<file path="src/design/dott_pkg.sv">
package dott_pkg;

	localparam int NowW    = 48;
	localparam int PeriodW = 32;
	localparam int MaxOut  = 16;
	localparam logic [47:0] Mask48 = 48'hFFFF_FFFF_FFFF;

	typedef enum logic [2:0] {
		KIND_ADD     = 3'd0,
		KIND_CANCEL  = 3'd1,
		KIND_REFRESH = 3'd2,
		KIND_RESET   = 3'd3,
		KIND_QUERY   = 3'd4,
		KIND_COLLECT = 3'd5
	} kind_t;

	typedef enum logic [1:0] {
		ST_OK      = 2'd0,
		ST_NOT_ARM = 2'd1,
		ST_FULL    = 2'd2,
		ST_NONE    = 2'd3
	} status_t;

	typedef enum logic [2:0] {
		S_IDLE,
		S_SCAN,
		S_ACT,
		S_EMIT,
		S_DONE
	} state_t;

	// saturating add of a 32-bit period to a 48-bit time
	function automatic logic [47:0] sat_add(input logic [47:0] a, input logic [31:0] b);
		logic [48:0] s;
		s = {1'b0, a} + {17'd0, b};
		return s[48] ? Mask48 : s[47:0];
	endfunction

endpackage

</file>
<file path="src/design/dott_mem.sv">
module dott_mem #(
	parameter int Depth = 16,
	parameter int AW = 4
) (
	input  logic        clk,
	input  logic        we,
	input  logic [AW-1:0] waddr,
	input  logic [80:0] wdata,
	input  logic [AW-1:0] raddr,
	output logic [80:0] rdata
);
	// repeat, period, deadline per slot
	logic [80:0] mem [Depth];

	always_ff @(posedge clk) begin
		if (we) begin
			mem[waddr] <= wdata;
		end
		rdata <= mem[raddr];
	end
endmodule

</file>
<file path="src/design/deadline_ordered_timer_table_core.sv">
// Deadline-ordered timer table.
// Issue a command by raising start with kind, slot_id, period_ms, repeat_req,
// rebase_now and now_ms; it is taken when start is high and busy is low.
// busy falls in the cycle that shows the last result of the command.
// Each result appears for one cycle on result_slot, status, delay_ms,
// new_front and last, marked by valid; last flags the final one.
// Slot data lives in a synchronous memory with one read and one write port.
// Every scan reads all TIMER_SLOTS entries, one a cycle, and is followed by an
// update step. Cancel, refresh, query, add on a full table and a reset that
// takes no effect run one scan; the result shows as busy falls.
// Add with a free slot and a period reset that takes effect run a second scan
// for the front check. Collect runs one scan and update per emitted slot, at
// most 16 per request, and one scan when no slot has expired.
// Armed bits and the front flag are cleared by arst_n; other slot data is
// unknown until written. No clearing pass is needed after reset.
// The receiver cannot stall: results must be taken as they appear.
module deadline_ordered_timer_table_core #(
	parameter int TIMER_SLOTS = 16
) (
	input  logic        clk,
	input  logic        arst_n,
	input  logic        start,
	output logic        busy,
	input  logic [2:0]  kind,
	input  logic [3:0]  slot_id,
	input  logic [31:0] period_ms,
	input  logic        repeat_req,
	input  logic        rebase_now,
	input  logic [47:0] now_ms,
	output logic        valid,
	output logic [3:0]  result_slot,
	output logic [1:0]  status,
	output logic [47:0] delay_ms,
	output logic        new_front,
	output logic        last
);
	localparam int AW = (TIMER_SLOTS > 1) ? $clog2(TIMER_SLOTS) : 1;
	localparam int CW = $clog2(TIMER_SLOTS + 1) + 1;

	dott_pkg::state_t state_q, state_d;

	// request registers
	logic [2:0]  kind_q;
	logic [3:0]  sid_q;
	logic [31:0] per_q;
	logic        rep_q, fnow_q;
	logic [47:0] now_q;

	logic [TIMER_SLOTS-1:0] armed_q;
	logic [TIMER_SLOTS-1:0] taken_q;
	logic        front_q;

	// scan
	logic [CW-1:0] cnt_q;
	logic          rd_v_s1;
	logic [AW-1:0] rd_a_s1;
	logic          found_q;
	logic          more_q;  // a second expired slot was seen in this pass
	logic [AW-1:0] best_q;
	logic [47:0]   bdl_q;
	logic [4:0]    nout_q;
	logic          free_found_q;
	logic [AW-1:0] free_q;
	logic [80:0]   tgt_q;   // entry of the addressed slot; for collect, of the chosen slot
	logic          beats_q; // some other armed slot precedes the target

	logic          we;
	logic [AW-1:0] waddr, raddr;
	logic [80:0]   wdata, rdata;

	dott_mem #(.Depth(TIMER_SLOTS), .AW(AW)) u_mem (
		.clk(clk), .we(we), .waddr(waddr), .wdata(wdata),
		.raddr(raddr), .rdata(rdata)
	);

	logic [31:0]   r_per;
	logic [47:0]   r_dl;
	assign r_per = rdata[79:48];
	assign r_dl  = rdata[47:0];

	logic sid_ok;
	logic [AW-1:0] sid_a;
	assign sid_ok = ({28'd0, sid_q} < 32'(TIMER_SLOTS));
	assign sid_a  = AW'(sid_q);

	// target entry after the command's write, for front check
	logic [47:0] t_dl_new;
	logic [47:0] start_t;
	always_comb begin
		if (fnow_q) begin
			start_t = now_q;
		end else if (tgt_q[47:0] >= {16'd0, tgt_q[79:48]}) begin
			start_t = tgt_q[47:0] - {16'd0, tgt_q[79:48]};
		end else begin
			start_t = '0;
		end
		if (kind_q == dott_pkg::KIND_ADD) begin
			t_dl_new = dott_pkg::sat_add(now_q, per_q);
		end else begin
			t_dl_new = dott_pkg::sat_add(start_t, per_q);
		end
	end

	logic [AW-1:0] tgt_a;
	assign tgt_a = (kind_q == dott_pkg::KIND_ADD) ? free_q : sid_a;

	// candidate from the current read
	logic cand;
	logic elig;
	logic idx_before_tgt;
	logic read_precedes;
	always_comb begin
		cand = 1'b0;
		elig = 1'b0;
		idx_before_tgt = rd_a_s1 < tgt_a;
		read_precedes = (r_dl < t_dl_new) || (r_dl == t_dl_new && idx_before_tgt);
		if (rd_v_s1 && armed_q[rd_a_s1]) begin
			case (kind_q)
				dott_pkg::KIND_QUERY: begin
					cand = !found_q || r_dl < bdl_q;
				end
				dott_pkg::KIND_COLLECT: begin
					elig = !taken_q[rd_a_s1] && r_dl <= now_q;
					cand = elig && (!found_q || r_dl < bdl_q);
				end
				default: cand = 1'b0;
			endcase
		end
	end

	logic scan_end;
	assign scan_end = (cnt_q == CW'(TIMER_SLOTS)) && !rd_v_s1;

	always_comb begin
		state_d = state_q;
		busy = (state_q != dott_pkg::S_IDLE);
		raddr = AW'(cnt_q);
		case (state_q)
			dott_pkg::S_IDLE: if (start) state_d = dott_pkg::S_SCAN;
			dott_pkg::S_SCAN: if (scan_end) state_d = dott_pkg::S_ACT;
			dott_pkg::S_ACT: begin
				if (kind_q == dott_pkg::KIND_ADD && free_found_q) begin
					state_d = dott_pkg::S_EMIT;
				end else if (kind_q == dott_pkg::KIND_RESET && sid_ok && armed_q[sid_a]
					&& !(!fnow_q && per_q == tgt_q[79:48])) begin
					state_d = dott_pkg::S_EMIT;
				end else if (kind_q == dott_pkg::KIND_COLLECT && found_q && more_q
					&& nout_q != 5'(dott_pkg::MaxOut - 1)) begin
					state_d = dott_pkg::S_SCAN;
				end else begin
					state_d = dott_pkg::S_IDLE;
				end
			end
			// second pass for the front check
			dott_pkg::S_EMIT: if (scan_end) state_d = dott_pkg::S_DONE;
			dott_pkg::S_DONE: state_d = dott_pkg::S_IDLE;
			default: state_d = dott_pkg::S_IDLE;
		endcase
		// addressed slot is read first on the first pass
		if (state_q == dott_pkg::S_IDLE) raddr = AW'(slot_id);
	end

	// write port: driven in S_ACT
	always_comb begin
		we = 1'b0;
		waddr = sid_a;
		wdata = tgt_q;
		if (state_q == dott_pkg::S_ACT) begin
			case (kind_q)
				dott_pkg::KIND_ADD: begin
					we = free_found_q;
					waddr = free_q;
					wdata = {rep_q, per_q, t_dl_new};
				end
				dott_pkg::KIND_REFRESH: begin
					we = sid_ok && armed_q[sid_a];
					wdata = {tgt_q[80:48], dott_pkg::sat_add(now_q, tgt_q[79:48])};
				end
				dott_pkg::KIND_RESET: begin
					we = sid_ok && armed_q[sid_a] && !(!fnow_q && per_q == tgt_q[79:48]);
					wdata = {tgt_q[80], per_q, t_dl_new};
				end
				dott_pkg::KIND_COLLECT: begin
					we = found_q && tgt_q[80];
					waddr = best_q;
					wdata = {tgt_q[80:48], dott_pkg::sat_add(now_q, tgt_q[79:48])};
				end
				default: we = 1'b0;
			endcase
		end
	end

	// control registers
	always_ff @(posedge clk or negedge arst_n) begin
		if (!arst_n) begin
			state_q <= dott_pkg::S_IDLE;
			armed_q <= '0;
			front_q <= 1'b0;
			valid <= 1'b0;
			rd_v_s1 <= 1'b0;
			cnt_q <= '0;
			found_q <= 1'b0;
			more_q <= 1'b0;
			free_found_q <= 1'b0;
			beats_q <= 1'b0;
			nout_q <= '0;
			taken_q <= '0;
		end else begin
			state_q <= state_d;
			valid <= 1'b0;
			rd_v_s1 <= 1'b0;
			case (state_q)
				dott_pkg::S_IDLE: begin
					cnt_q <= '0;
					found_q <= 1'b0;
					more_q <= 1'b0;
					free_found_q <= 1'b0;
					beats_q <= 1'b0;
					nout_q <= '0;
					taken_q <= '0;
					rd_v_s1 <= 1'b0;
				end
				dott_pkg::S_SCAN, dott_pkg::S_EMIT: begin
					if (cnt_q != CW'(TIMER_SLOTS)) begin
						cnt_q <= cnt_q + 1'b1;
						rd_v_s1 <= 1'b1;
					end
					if (rd_v_s1) begin
						if (!armed_q[rd_a_s1] && !free_found_q) free_found_q <= 1'b1;
						if (cand) found_q <= 1'b1;
						if (elig && found_q) more_q <= 1'b1;
						if (state_q == dott_pkg::S_EMIT && armed_q[rd_a_s1]
							&& rd_a_s1 != tgt_a && read_precedes) beats_q <= 1'b1;
					end
				end
				dott_pkg::S_ACT: begin
					cnt_q <= '0;
					found_q <= 1'b0;
					more_q <= 1'b0;
					valid <= 1'b1;
					case (kind_q)
						dott_pkg::KIND_ADD: if (free_found_q) begin
							armed_q[free_q] <= 1'b1;
							valid <= 1'b0;
						end
						dott_pkg::KIND_CANCEL: if (sid_ok) armed_q[sid_a] <= 1'b0;
						dott_pkg::KIND_RESET: if (state_d == dott_pkg::S_EMIT) valid <= 1'b0;
						dott_pkg::KIND_QUERY: front_q <= 1'b0;
						dott_pkg::KIND_COLLECT: if (found_q) begin
							taken_q[best_q] <= 1'b1;
							nout_q <= nout_q + 1'b1;
							if (!tgt_q[80]) armed_q[best_q] <= 1'b0;
						end else if (nout_q != '0) begin
							valid <= 1'b0;
						end
						default: ;
					endcase
				end
				dott_pkg::S_DONE: begin
					valid <= 1'b1;
					if (!beats_q && !front_q) front_q <= 1'b1;
				end
				default: ;
			endcase
		end
	end

	// payload registers
	always_ff @(posedge clk) begin
		rd_a_s1 <= AW'(cnt_q);
		if (state_q == dott_pkg::S_IDLE && start) begin
			kind_q <= kind; sid_q <= slot_id; per_q <= period_ms;
			rep_q <= repeat_req; fnow_q <= rebase_now; now_q <= now_ms;
		end
		if (state_q == dott_pkg::S_SCAN && rd_v_s1) begin
			if (!armed_q[rd_a_s1] && !free_found_q) free_q <= rd_a_s1;
			if (cand) begin
				best_q <= rd_a_s1;
				bdl_q <= r_dl;
				if (kind_q == dott_pkg::KIND_COLLECT) tgt_q <= rdata;
			end
			if (rd_a_s1 == sid_a && kind_q != dott_pkg::KIND_COLLECT) tgt_q <= rdata;
		end
		// result fields
		if (state_q == dott_pkg::S_ACT) begin
			result_slot <= 4'(sid_q);
			status <= dott_pkg::ST_OK;
			delay_ms <= '0;
			new_front <= 1'b0;
			last <= 1'b1;
			case (kind_q)
				dott_pkg::KIND_ADD: begin
					result_slot <= 4'(free_q);
					if (!free_found_q) begin
						result_slot <= '0;
						status <= dott_pkg::ST_FULL;
					end
				end
				dott_pkg::KIND_CANCEL, dott_pkg::KIND_REFRESH, dott_pkg::KIND_RESET: begin
					if (!sid_ok) status <= dott_pkg::ST_NOT_ARM;
					else if (kind_q == dott_pkg::KIND_RESET && !fnow_q
						&& per_q == tgt_q[79:48]) status <= dott_pkg::ST_OK;
					else if (!armed_q[sid_a]) status <= dott_pkg::ST_NOT_ARM;
				end
				dott_pkg::KIND_QUERY: begin
					result_slot <= '0;
					if (!found_q) delay_ms <= dott_pkg::Mask48;
					else if (now_q >= bdl_q) delay_ms <= '0;
					else delay_ms <= bdl_q - now_q;
				end
				dott_pkg::KIND_COLLECT: begin
					result_slot <= 4'(best_q);
					// final result when no other expired slot is left or the limit is hit
					last <= (nout_q == 5'(dott_pkg::MaxOut - 1)) || !more_q;
					if (!found_q) begin
						result_slot <= '0;
						status <= dott_pkg::ST_NONE;
					end
				end
				default: begin
					result_slot <= '0;
					status <= dott_pkg::ST_NOT_ARM;
				end
			endcase
		end
		if (state_q == dott_pkg::S_DONE) begin
			new_front <= !beats_q && !front_q;
		end
	end

endmodule
</file>
<file path="config.mk">
export PLATFORM = sky130hd
export DESIGN_NAME = deadline_ordered_timer_table_core
export DESIGN_NICKNAME = d
export VERILOG_FILES = /design/src/design/dott_pkg.sv /design/src/design/dott_mem.sv /design/src/design/deadline_ordered_timer_table_core.sv
export SDC_FILE = /design/constraint.sdc
export NUM_CORES = 2
export LEC_CHECK = 0
export BUFFER_PORTS_ARGS = -buffer_cell sky130_fd_sc_hd__buf_2
export CAP_MARGIN = 20
export CORE_ASPECT_RATIO = 0.9
export CORE_MARGIN = 1.5
export CORE_UTILIZATION = 60
export DETAILED_ROUTE_END_ITERATION = 12
export PLACE_DENSITY_LB_ADDON = 0.3
export RECOVER_POWER = 25
export SLEW_MARGIN = 20
export SYNTH_ARGS = -nofsm -noshare
export SYNTH_HDL_FRONTEND = slang
export SYNTH_SLANG_ARGS = --single-unit
</file>
<file path="constraint.sdc">
create_clock -name clk -period 20.2 [get_ports clk]
set_input_delay 1.01 -clock clk [delete_from_list [all_inputs] [get_ports clk]]
set_output_delay 1.01 -clock clk [all_outputs]
set_load 0.05 [all_outputs]
</file>
**Yosys cells after proc, flatten, opt, wreduce, memory -nomap -nowiden**

Memories as Yosys holds them, arrays and structs flattened. A register that Yosys moved wholly into a read port is not among the register bits.
Cells that the tools add are included.

- Reduce and logical (&&, ||, !) cells: 67
- Equality and inequality tests: 32
- Magnitude comparators: 13
- Bitwise logic cells: 6
- Mux-type cells: 89
- $add $sub $neg: 7

Operator list:

| kind | number |
|---|---|
| 48-bit 2-to-1 mux | 8 |
| 81-bit 2-to-1 mux | 4 |
| 81-bit case mux with 3 select lines | 1 |
| 48-bit by 32-bit adder with 49-bit output | 3 |
| 48-bit less-than comparator | 2 |
| 16-bit 2-to-1 mux | 5 |
| 48-bit == test | 1 |
| 48-bit by 32-bit >= comparator with 1-bit output | 1 |
| 48-bit >= comparator | 1 |
| 48-bit <= comparator | 1 |
| 16-bit case mux with 3 select lines | 1 |
| 48-bit by 32-bit subtractor with 48-bit output | 1 |
| 48-bit subtractor | 1 |
| 1-bit 2-to-1 mux | 33 |
| 16-bit AND | 2 |
| 32-bit == test | 1 |
| 16-bit inverter | 2 |
| 16-bit bitwise OR | 2 |
| 16-bit case mux with 2 select lines | 1 |
| 1-bit logical AND | 28 |
| 2-bit inequality test, second input constant | 12 |
| 3-bit AND reduction | 7 |
| 4-bit by 5-bit less-than comparator with 1-bit output, second input constant | 4 |
| 4-bit 2-to-1 mux | 5 |
| other kinds (40) | 87 |

- Output and inout port bits: 58
- Memories: 1
- Flip-flop bits (word level): 339
- Bits of input ports: 92
- RAM bits: 1,296
- Word-level logic and storage cells: 243

Memory list:

| memory | words | bits a word | read ports | clocked after Yosys merged registers in | write ports | RTL line | text |
|---|---|---|---|---|---|---|---|
| u_mem.mem | 16 | 81 | 1 | 1 | 1 | dott_mem.sv:13 | `logic [80:0] mem [Depth];` |

**Logic depth before layout (Yosys ltp)**

- Word-level depth: 13
- Mapped depth: 42
- Depth with buffers taken out: 39

**By module**

Synthesis repeated with hierarchy kept, for this count alone.

- Cells, all modules: 5,563
- Area total of the unflattened synthesis: 80,762.5 sq um

Modules (own cells, without submodules):

| module | instances | area each (sq um) | sequential area each (sq um) | cells an instance |
|---|---|---|---|---|
| dott_mem | 1 | 50,064.3 | 40,538.9 | 2,078 |
| deadline_ordered_timer_table_core | 1 | 30,698.2 | 9,874.5 | 3,485 |

**Worst setup path before layout**

No wires, ideal clock.

- Path kind: reg-to-reg
- From: reg tgt_q[0]
- To: reg beats_q
- Clock period less this slack: 7,580 ps
- Setup slack: 12,620 ps
- Library setup time: 67 ps
- Stages on the path, launching flop included: 42
- Data required time: 20,133 ps
- Buffers on the path: 6
- Arrival time: 7,514 ps
- Cell sequence: edfxtp_1 inv_1 ha_1 inv_1 fa_1 a211oi_1 o211ai_1 nand3_1 a21boi_2 o31ai_1 buf_4 clkbuf_1 clkbuf_1 o22ai_1 ha_1 clkbuf_1 a21oi_1 o21ai_0 [... 6 more ...] buf_6 or3_4 buf_6 nand3_1 nand2_1 ha_1 nor2b_1 o21a_1 o21a_1 o21a_1 o21a_1 o21a_1 o21a_1 o21ai_0 nand2_1 a211oi_1 or3_1 a221o_1

- Longest elaborated chain between the ends: 12
- Elaborated cells between the ends (all ways): 14
- Those cells by class: 2 x add/sub; 2 x order compare; 2 x eq/ne; 4 x mux; 4 x reduce/logical

Ends and longest elaborated chain:

| what | RTL line | text |
|---|---|---|
| start: declaration | deadline_ordered_timer_table_core.sv:64 | `logic [80:0] tgt_q;` |
| start signal: assignment | deadline_ordered_timer_table_core.sv:280 | `if (kind_q == dott_pkg::KIND_COLLECT) tgt_q <= rdata;` |
| start signal: assignment | deadline_ordered_timer_table_core.sv:282 | `if (rd_a_s1 == sid_a && kind_q != dott_pkg::KIND_COLLECT) tgt_q <= rdata;` |
| 48-bit by 32-bit subtractor with 48-bit output / 48-bit by 32-bit >= comparator with 1-bit output (equally long branches) | deadline_ordered_timer_table_core.sv:93, deadline_ordered_timer_table_core.sv:92 |  |
| 48-bit 2-to-1 mux * | deadline_ordered_timer_table_core.sv:92 | `end else if (tgt_q[47:0] >= {16'd0, tgt_q[79:48]}) begin` |
| 48-bit 2-to-1 mux * | deadline_ordered_timer_table_core.sv:90 | `if (fnow_q) begin` |
| 48-bit by 32-bit adder with 49-bit output * | dott_pkg.sv:35 | `s = {1'b0, a} + {17'd0, b};` |
| 48-bit 2-to-1 mux * | dott_pkg.sv:36 | `return s[48] ? Mask48 : s[47:0];` |
| 48-bit 2-to-1 mux * | deadline_ordered_timer_table_core.sv:97 | `if (kind_q == dott_pkg::KIND_ADD) begin` |
| parallel branches: the longest is 2 deep, another holds 48-bit less-than comparator | n/a |  |
| 1-bit logical OR * | deadline_ordered_timer_table_core.sv:116 | `read_precedes = (r_dl < t_dl_new) \|\| (r_dl == t_dl_new && idx_before_tgt);` |
| 1-bit logical AND * | deadline_ordered_timer_table_core.sv:233 | `&& rd_a_s1 != tgt_a && read_precedes) beats_q <= 1'b1;` |
| 2-bit inequality test (no line) * | n/a |  |
| 3-bit AND reduction (no line) * | n/a |  |
| end signal: assignment | deadline_ordered_timer_table_core.sv:205 | `beats_q <= 1'b0;` |
| end signal: assignment | deadline_ordered_timer_table_core.sv:218 | `beats_q <= 1'b0;` |
| end: declaration | deadline_ordered_timer_table_core.sv:65 | `logic beats_q;` |

Mark *: on every way between the ends.
A chain may end at the register's enable or synchronous reset.

**Final worst setup path**

- From: reg tgt_q[77]
- To: reg beats_q

Same word-level chain as after synthesis.

==> results.md <==
- Sink Count: 1716
- Share of post-route cells with drive strength above 1: 14.70%
- Mean Syn Cell Area: 14.22 um^2
- Mapped Area: 80850 um^2
- Skew-Pair Late Insertion Delay: 870 ps
- Max Cap Viol: 7
- Failing checks: max-capacitance violations, max-slew violations
- Bufs and invs on worst path: 3
- Synth top area cells: edfxtp_1, mux4_2, ha_1
- Synth Flop Type: edfxtp_1
- CTS Buf Count: 167
- Post_cts resized: 0
- Max Root-Sink Buffers: 3
- Overall routing resource usage: 37.15%
- Clock transition at the registers of the reported paths: 60 ps
- Endpoint type of the worst setup path: flip-flop
- Status: complete, but fails checks
- Fin util: 67.07%
- Setup TNS Final: 0 ps
- Crit path required time: 20940 ps
- H-tree depth: 4
- Final Hold Viols: 0
- Worst path max stage delay: 790 ps
- Relative slew slack: -128.2%
- Hold_buf cts: 0
- First-pass GRT wire length: 363600 um
- Post-CTS Setup Bufs: 0
- Initial DRC Count: 7153
- Largest net degree at the start of global routing: 134
- RSZ-0062 raised after global routing: no
- Die Y: 351.2 um
- Hold/Removal Path Class: input port to flip-flop
- Syn nets: 6110
- Die width: 389.9 um
- Synthesized instance count: 5685
- Synth Register Bits: 1716
- Sequential share of the synthesized area: 62.36%
- Number of global-route vias before repair: 52230
- Port bufs: 149
- Slowest CP cell: a211oi_1
- Boundary Pins: 150
- Nets@finish: 6280
- Final Setup Violations: 0
- Final period utilization: 50.15%
- Pre-antenna DRT Iters: 6
- Synth area leader: edfxtp_1
- Die area: 137000 um^2
- Synth Area in Adders: 5.200%
- Layout area overhead: 10.74%
- Pwr Density: 117.3 nW/um^2
- Post-Synth Simple-Gate Area: 7.515%
- Slew @ Worst Pin: 3423 ps
- Core area: 133500 um^2
- Avg WL per Cell: 32.99 um
- Synth warn: 0
- Placement Rows: 127
- Total gr overflow: 0
- Ys async rst share: 3.089%
- Slew Viols, Final: 333
- CP Launch Type: flip-flop
- Area fraction in compound gates after synthesis: 10.27%
- GPL Wtd Cong: 1.024
- Largest family of logic cells by synthesized area: compound AO/OA/AOI/OAI gates
- Yosys top cell area share: 58.61%
- Final Critical Period: 10130 ps
- Worst Path Arrival: 10870 ps
- Max IR drop VDD: 122.1 uV
- Initial antenna violation count: 9
- DRC viols: 0
- CP max FO: 32
- Clock Tree Root: clkbuf_16
- Distinct cell type count after synthesis: 100
- Mux contribution to synthesized area: 10.06%
- Skew final: 91.01 ps
- DRT antenna net count: 0
- Vias: 53860
- Initial Util: 60.57%
- Critical path class: flip-flop to flip-flop
- Post-Synth XOR/XNOR Area: 2.329%
- Most Frequent Cell on Critical Path: o21a_1
- Leak: 31.00 nW
- Post-synth EDFFs: 1578
- Routed Wire Length: 255700 um
- Vias per inst: 6.950
- TritonCTS clock tree: done
- Reg2reg setup slack: 10070 ps
- Top cell family by delay on the critical path: compound AO/OA/AOI/OAI gates
- Dpl hpwl: 170000 um
- Max Fclk: 98.71 MHz
-- per-stage QoR --
step / instances / total power, mW / setup WS (ps) / hold WS, ps / area, um^2
6_report: 7749 / 10.50 / 10070 / 317.5 / 89530
3_3_place_gp: 7425 / 7.259 / 10560 / 390.2 / 83930
4_1_cts: 7739 / 10.48 / 10390 / 292.6 / 89630
2_1_floorplan: 5685 / 6.325 / 12620 / 385.5 / 80850
5_1_grt: 7740 / 10.83 / 9787 / 311.6 / 89510
3_5_place_dp: 7426 / 7.290 / 10460 / 391.4 / 83950
-- cells in the mapped netlist (all sizes together) (24+ instances only) --
| cell | count |
|---|---|
| edfxtp | 1578 |
| nand2 | 440 |
| mux4 | 339 |
| ha | 328 |
| a21oi | 327 |
| o21ai | 290 |
| nor2 | 277 |
| clkbuf | 195 |
| inv | 188 |
| a31oi | 150 |
| xnor2 | 110 |
| xor2 | 105 |
| a211oi | 104 |
| a21o | 103 |
| and2 | 102 |
| nand3 | 101 |
| dfxtp | 85 |
| buf | 81 |
| nor3 | 64 |
| nand4 | 62 |
| dfrtp | 53 |
| nor2b | 47 |
| o22ai | 45 |
| nand2b | 41 |
| o21a | 36 |
| nor4 | 35 |
| mux2 | 33 |
| o21bai | 33 |
| o31ai | 31 |
| or3 | 30 |
| o211ai | 29 |
| and3 | 24 |
-- state kept, by name (all words and copies together) (netlist names), 3 cells and up --
| signal | count |
|---|---|
| per_q | 32 |
| free_q | 4 |
| tgt_q | 81 |
| nout_q | 5 |
| delay_ms | 48 |
| u_mem.mem | 1296 |
| result_slot | 4 |
| sid_a | 4 |
| kind_q | 3 |
| rd_a_s1 | 4 |
| cnt_q | 6 |
| bdl_q | 48 |
| taken_q | 16 |
| best_q | 4 |
| armed_q | 16 |
| now_q | 48 |
| u_mem.rdata | 81 |
| state_q | 3 |
-- worst reg2reg max path, delay by kind of cell (launching register included) --
family | cells | cell delay (ps)
AOI/OAI and AO/OA | 19 | 5210
and+or+nand+nor | 10 | 2470
adders and majority gates | 3 | 1130
buffers and inverters | 3 | 790
DFF | 1 | 440
-- metal layers --
metal	vias up	track usage, %	share of wire [%]
li1	22600	-	-
met1	27230	52.82	40
met2	3458	56.71	45
met3	568	7.388	11
met4	2	15.39	4.5
met5	-	0	0.0031
-- cell usage in the layout (no fill, tap or decap), types with 73 or more instances in the layout --
master	n
edfxtp_1	1578
nand2_1	439
mux4_2	339
ha_1	328
a21oi_1	318
o21ai_0	277
nor2_1	257
inv_1	186
clkbuf_16	167
a31oi_1	146
clkbuf_1	130
xnor2_1	110
xor2_1	105
a211oi_1	102
nand3_1	101
a21o_1	101
buf_4	101
and2_1	99
dfxtp_1	85
buf_2	73
-- where the power goes --
group	internal, mW	switching (mW)
sequential	4.14	0.262
clock	1.78	1.42
combinational	1.18	1.72
-- cell families (layout without fill, tap and decap cells) --
family | Yosys count | in the layout
buffers and inverters | 464 | 778
multiplexers | 385 | 385
XOR/XNOR | 215 | 215
AO/OA/AOI/OAI | 1305 | 1305
flip-flops | 1716 | 1716
other | 0 | 9
AND/OR/NAND/NOR | 1267 | 1267
adder cells (fa/ha/maj) | 333 | 333
-- area by class of cell --
type	instances	area, um^2
Sequential cell	1716	50410
Fill cell	8988	43950
Multi-Input combinational cell	3505	28950
Clock buffer	218	4571
Tap cell	1741	2178
Timing Repair Buffer	277	1570
Clock inverter	95	1114
Inverter	188	706.9
Antenna cell	9	22.52
-- path summary, 6_finish.rpt --
check	start	endpoint	cells past startpoint
worst max-delay path	tgt_q[77]	beats_q	35
worst min-delay path	now_ms[47]	now_q[47]	1
worst max register to register	tgt_q[77]	beats_q	35
worst min register to register	u_mem.rdata[64]	tgt_q[64]	0
max in group asynchronous	arst_n	beats_q	2
min in group asynchronous	arst_n	valid	2
(Power assumes the default switching activity.)
